==> src/hw/rtl/m3inv_pkg.sv <==
// Shared types and constants for the 3x3 matrix inverse unit.
// No dependencies.
`default_nettype none
package m3inv_pkg;
  localparam int ElemW   = 32;
  localparam int CofW    = 66;
  localparam int DetW    = 98;
  localparam int QDepth  = 4;
  localparam int FracW   = 16;

  typedef logic signed [ElemW-1:0] elem_t;
  typedef logic signed [CofW-1:0]  cof_t;
  typedef logic signed [DetW-1:0]  det_t;

  typedef struct packed {
    cof_t [8:0] cof;
    det_t       det;
  } job_t;
endpackage
`default_nettype wire

==> src/hw/rtl/m3inv_queue.sv <==
// Short FIFO between front and back ends.
// Depends on m3inv_pkg.
`default_nettype none
module m3inv_queue import m3inv_pkg::*; #(
  parameter int Depth = QDepth
) (
  input  wire logic clk,
  input  wire logic rst_n,
  input  wire logic push,
  input  wire job_t din,
  input  wire logic pop,
  output logic      nempty,
  output job_t      dout
);
  localparam int AW = (Depth > 1) ? $clog2(Depth) : 1;
  job_t mem_r [Depth];
  logic [AW-1:0] wp_r, rp_r;
  logic [AW:0] cnt_r;

  always_ff @(posedge clk) begin
    if (!rst_n) begin
      wp_r <= '0; rp_r <= '0; cnt_r <= '0;
    end else begin
      if (push) wp_r <= (wp_r == AW'(Depth-1)) ? '0 : wp_r + 1'b1;
      if (pop)  rp_r <= (rp_r == AW'(Depth-1)) ? '0 : rp_r + 1'b1;
      cnt_r <= cnt_r + (AW+1)'(push) - (AW+1)'(pop);
    end
    if (push) mem_r[wp_r] <= din;
  end
  assign nempty = cnt_r != '0;
  assign dout   = mem_r[rp_r];
endmodule
`default_nettype wire

==> config.mk <==
export PLATFORM = sky130hd
export DESIGN_NAME = m3inv_queue
export DESIGN_NICKNAME = d
export VERILOG_FILES = /design/src/hw/rtl/m3inv_pkg.sv /design/src/hw/rtl/m3inv_queue.sv
export SDC_FILE = /design/constraint.sdc
export NUM_CORES = 2
export LEC_CHECK = 0
export BUFFER_PORTS_ARGS = -buffer_cell sky130_fd_sc_hd__buf_2
export CAP_MARGIN = 20
export CORE_AREA = 2 2 536 538
export CTS_BUF_LIST = sky130_fd_sc_hd__clkbuf_8
export DETAILED_ROUTE_END_ITERATION = 16
export DIE_AREA = 0 0 538 540
export PLACE_DENSITY = 0.64
export SLEW_MARGIN = 10
export SYNTH_ARGS = -nofsm -noshare
export SYNTH_HDL_FRONTEND = slang
export SYNTH_SLANG_ARGS = --single-unit
==> constraint.sdc <==
create_clock -name clk -period 20.5 [get_ports clk]
set_input_delay 3.075 -clock clk [delete_from_list [all_inputs] [get_ports clk]]
set_output_delay 3.075 -clock clk [all_outputs]
set_load 0.01 [all_outputs]
==> metrics.md <==
| Metric | Value |
|---|---|
| Final-report setup violation count | `0` |
| Status | `complete, no violations` |
| Setup bufs post-CTS | `0` |
| Routed length per placed instance | `27.1 um` |
| Critical path endpoint category | `primary output` |
| DP Cell Count | `8711` |
| Number of gates resized after CTS | `0` |
| Sw Pwr | `2.82 mW` |
| Combinational share of power | `0.089` |
| Die Width | `538 um` |
| Vias/cell | `4.94` |
| Die height | `540 um` |
| PwrDens | `99.6 nW/um2` |
| Hold WC Path Type | `reg2reg` |
| IO Pins | `1389` |
| Sequential-to-total area share from yosys stat | `0.824` |
| Initial antenna violation count | `200` |
| CP peak stage delay | `910 ps` |
| Syn Inst Count | `3656` |
| Clk network pwr share | `0.362` |
| #FFs+latches synth | `2777` |
| Cell Rows | `196` |
| CP max FO | `64` |
| Most frequent cells in the layout | `edfxtp_1, buf_2, mux4_2` |
| First-iteration detailed-routing DRC count | `3978` |
| Top-area cell type share of the netlist area | `0.823` |
| Final worst-path setup slack | `11570 ps` |
| Synth area leaders | `edfxtp_1, mux4_2, buf_12` |
| Total clock buffers created by CTS | `436` |
| Gr usage total | `0.173` |
| Relative slew margins | `0.234` |
| Crit path launch type | `flop` |
| Initial Utilization | `0.355` |
| Crit-path cells | `buf_4 > buf_4 > buf_4 > buf_4 > mux4_2 > buf_2` |
| Vias in the first global route | `49400` |
| Commonest non-fill, non-tap cell in the layout | `edfxtp_1` |
| CTS tree | `done` |
| Synth area leader | `edfxtp_1` |
| Routed wire length | `260000 um` |
| CTS Sinks | `2777` |
| Cts hold-fix bufs | `0` |
| Post-Route Utilization | `0.421` |
| Nets | `6093` |
| Antenna-violating nets left | `0` |
| Dpl ws | `12550 ps` |
| Via count | `47300` |
| Unrepaired setup endpoints after global routing | `false` |
| DR DRC count | `0` |
| Crit-path slowest cell | `dfxtp_4` |
| Synth-to-Final Area Change | `18.5%` |
| Worst path required time | `17430 ps` |
| Tcrit/Tclk final | `0.436` |
| DP HPWL | `174000 um` |
| Minimum clock period after layout | `8930 ps` |
| Fraction of final layout cells sized beyond drive strength 1 | `0.467` |
| Pleak | `39.9 nW` |
| Hold Vio Cnt, Final | `0` |
| Net Sw Frac | `0.236` |
| Highest Clock Rate | `112 MHz` |
| Flop pwr share | `0.549` |
| Global route overflow | `0` |
| Mapped Nets | `4360` |
| Yosys cell types | `19` |
| Final-report max-slew violation count | `0` |
| Worst-path clk slew | `60 ps` |
| Port buffer count | `1388` |
| Crit path top cell by count | `buf_4` |
| 1st-pass router iterations | `5` |
| P_int | `9.10 mW` |
| Worst slew pin tran | `1150 ps` |
| Yosys warns | `0` |
| Syn avg cell area | `27.6 um2` |
| Arr. time, crit path | `5850 ps` |
| First-pass GRT wire length | `363000 um` |
| Critical path class | `reg2out` |
| Post-route insts no fill | `9575` |
| Max VDD drop | `79.2 uV` |
| Setup TNS | `0 ps` |
| Maximum clock path buffer count | `4` |
| Worst skew pair latency | `1000 ps` |
| Deepest level of the CTS H-tree | `5` |
| Max Clock Skew | `37.6 ps` |
| RD Place Congestion | `0.867` |
| Largest net degree at the start of global routing | `137` |
| Die area | `291000 um2` |
| Clock root buffer master | `clkbuf_8` |
| MaxCap Viol Count | `0` |
| Mapped Area | `101000 um2` |
| Core Box Area | `284000 um2` |
-- area by class of cell --
class / instances / area [um2]
Tap cell: 3762 / 4710
Clock buffer: 443 / 6100
Multi-Input combinational cell: 719 / 15800
Antenna cell: 80 / 200
Sequential cell: 2777 / 83300
Fill cell: 24700 / 165000
Clock inverter: 339 / 1950
Inverter: 6 / 22.5
Timing Repair Buffer: 1449 / 7620
-- metrics by stage --
step                      hold slack [ps]  instance area [um2]  total power, mW
final                                 501               120000             11.9
after global routing                  550               120000             12.4
after CTS                             505               119000             12.1
after detailed placement              499               111000             7.74
after global placement                484               111000             7.72
after floorplan                       476               101000             7.41
-- layer usage --
metal | track usage | share of wire | vias to the layer above
met5 | 0 | 0.0025 | -
met4 | 0.0792 | 0.042 | 100
met3 | 0.0803 | 0.12 | 652
met2 | 0.271 | 0.47 | 2363
met1 | 0.202 | 0.36 | 24500
li1 | - | - | 19700
-- synth_stat cells, drive strengths merged --
| cell type | count |
|---|---|
| and2 | 5 |
| fa | 1 |
| edfxtp | 2768 |
| nand2b | 2 |
| or3 | 1 |
| buf | 147 |
| xnor3 | 1 |
| mux2i | 2 |
| or3b | 2 |
| ha | 7 |
| inv | 6 |
| clkbuf | 7 |
| a21oi | 2 |
| nor2 | 4 |
| mux4 | 692 |
| dfxtp | 9 |
-- path summary, 6_finish.rpt --
kind	end	slack, ps	startpoint	cells past startpoint
min reg2reg	flop	500	rp_r[0]$_SDFFE_PN0P_	2
min	flop	500	rp_r[0]$_SDFFE_PN0P_	2
max reg2reg	mem_r[3][70]$_DFFE_PP_	15380	wp_r[0]$_SDFFE_PN0P_	6
max	dout[72]	11570	flop	6
-- worst max-delay path, delay by kind of cell, from the launching register on --
| kind | cells | cell delay (ps) |
|---|---|---|
| multiplexers | 1 | 420 |
| flip-flops | 1 | 910 |
| buffers and inverters | 5 | 3290 |
-- state kept, by name, summed over array words and instances, names as in the netlist, named ones only --
register and count:
cnt_r 3, mem_r 2768, rp_r 2, wp_r 2
-- power groups by stage --
stage          registers [mW]  logic, mW  clock network (mW)
2_1_floorplan            6.80      0.602                   0
3_3_place_gp             6.65       1.07                   0
3_5_place_dp             6.66       1.08                   0
4_1_cts                  6.54       1.08                4.45
5_1_grt                  6.56       1.14                4.69
6_report                 6.54       1.06                4.32
-- cells by family (layout without fill, tap and decap cells) --
kind of cell / count (synthesis) / after routing / synth area share
AND/OR/NAND/NOR: 14 / 14 / 0.000817
XOR/XNOR: 1 / 1 / 0.000223
buffers and inverters: 160 / 2237 / 0.0190
adder cells (fa/ha/maj): 8 / 8 / 0.00106
AO/OA/AOI/OAI: 2 / 2 / 0.0000991
other: 0 / 80 / 0
multiplexers: 694 / 694 / 0.154
flip-flops: 2777 / 2777 / 0.824
No activity file was read; power rests on OpenSTA's default activity.
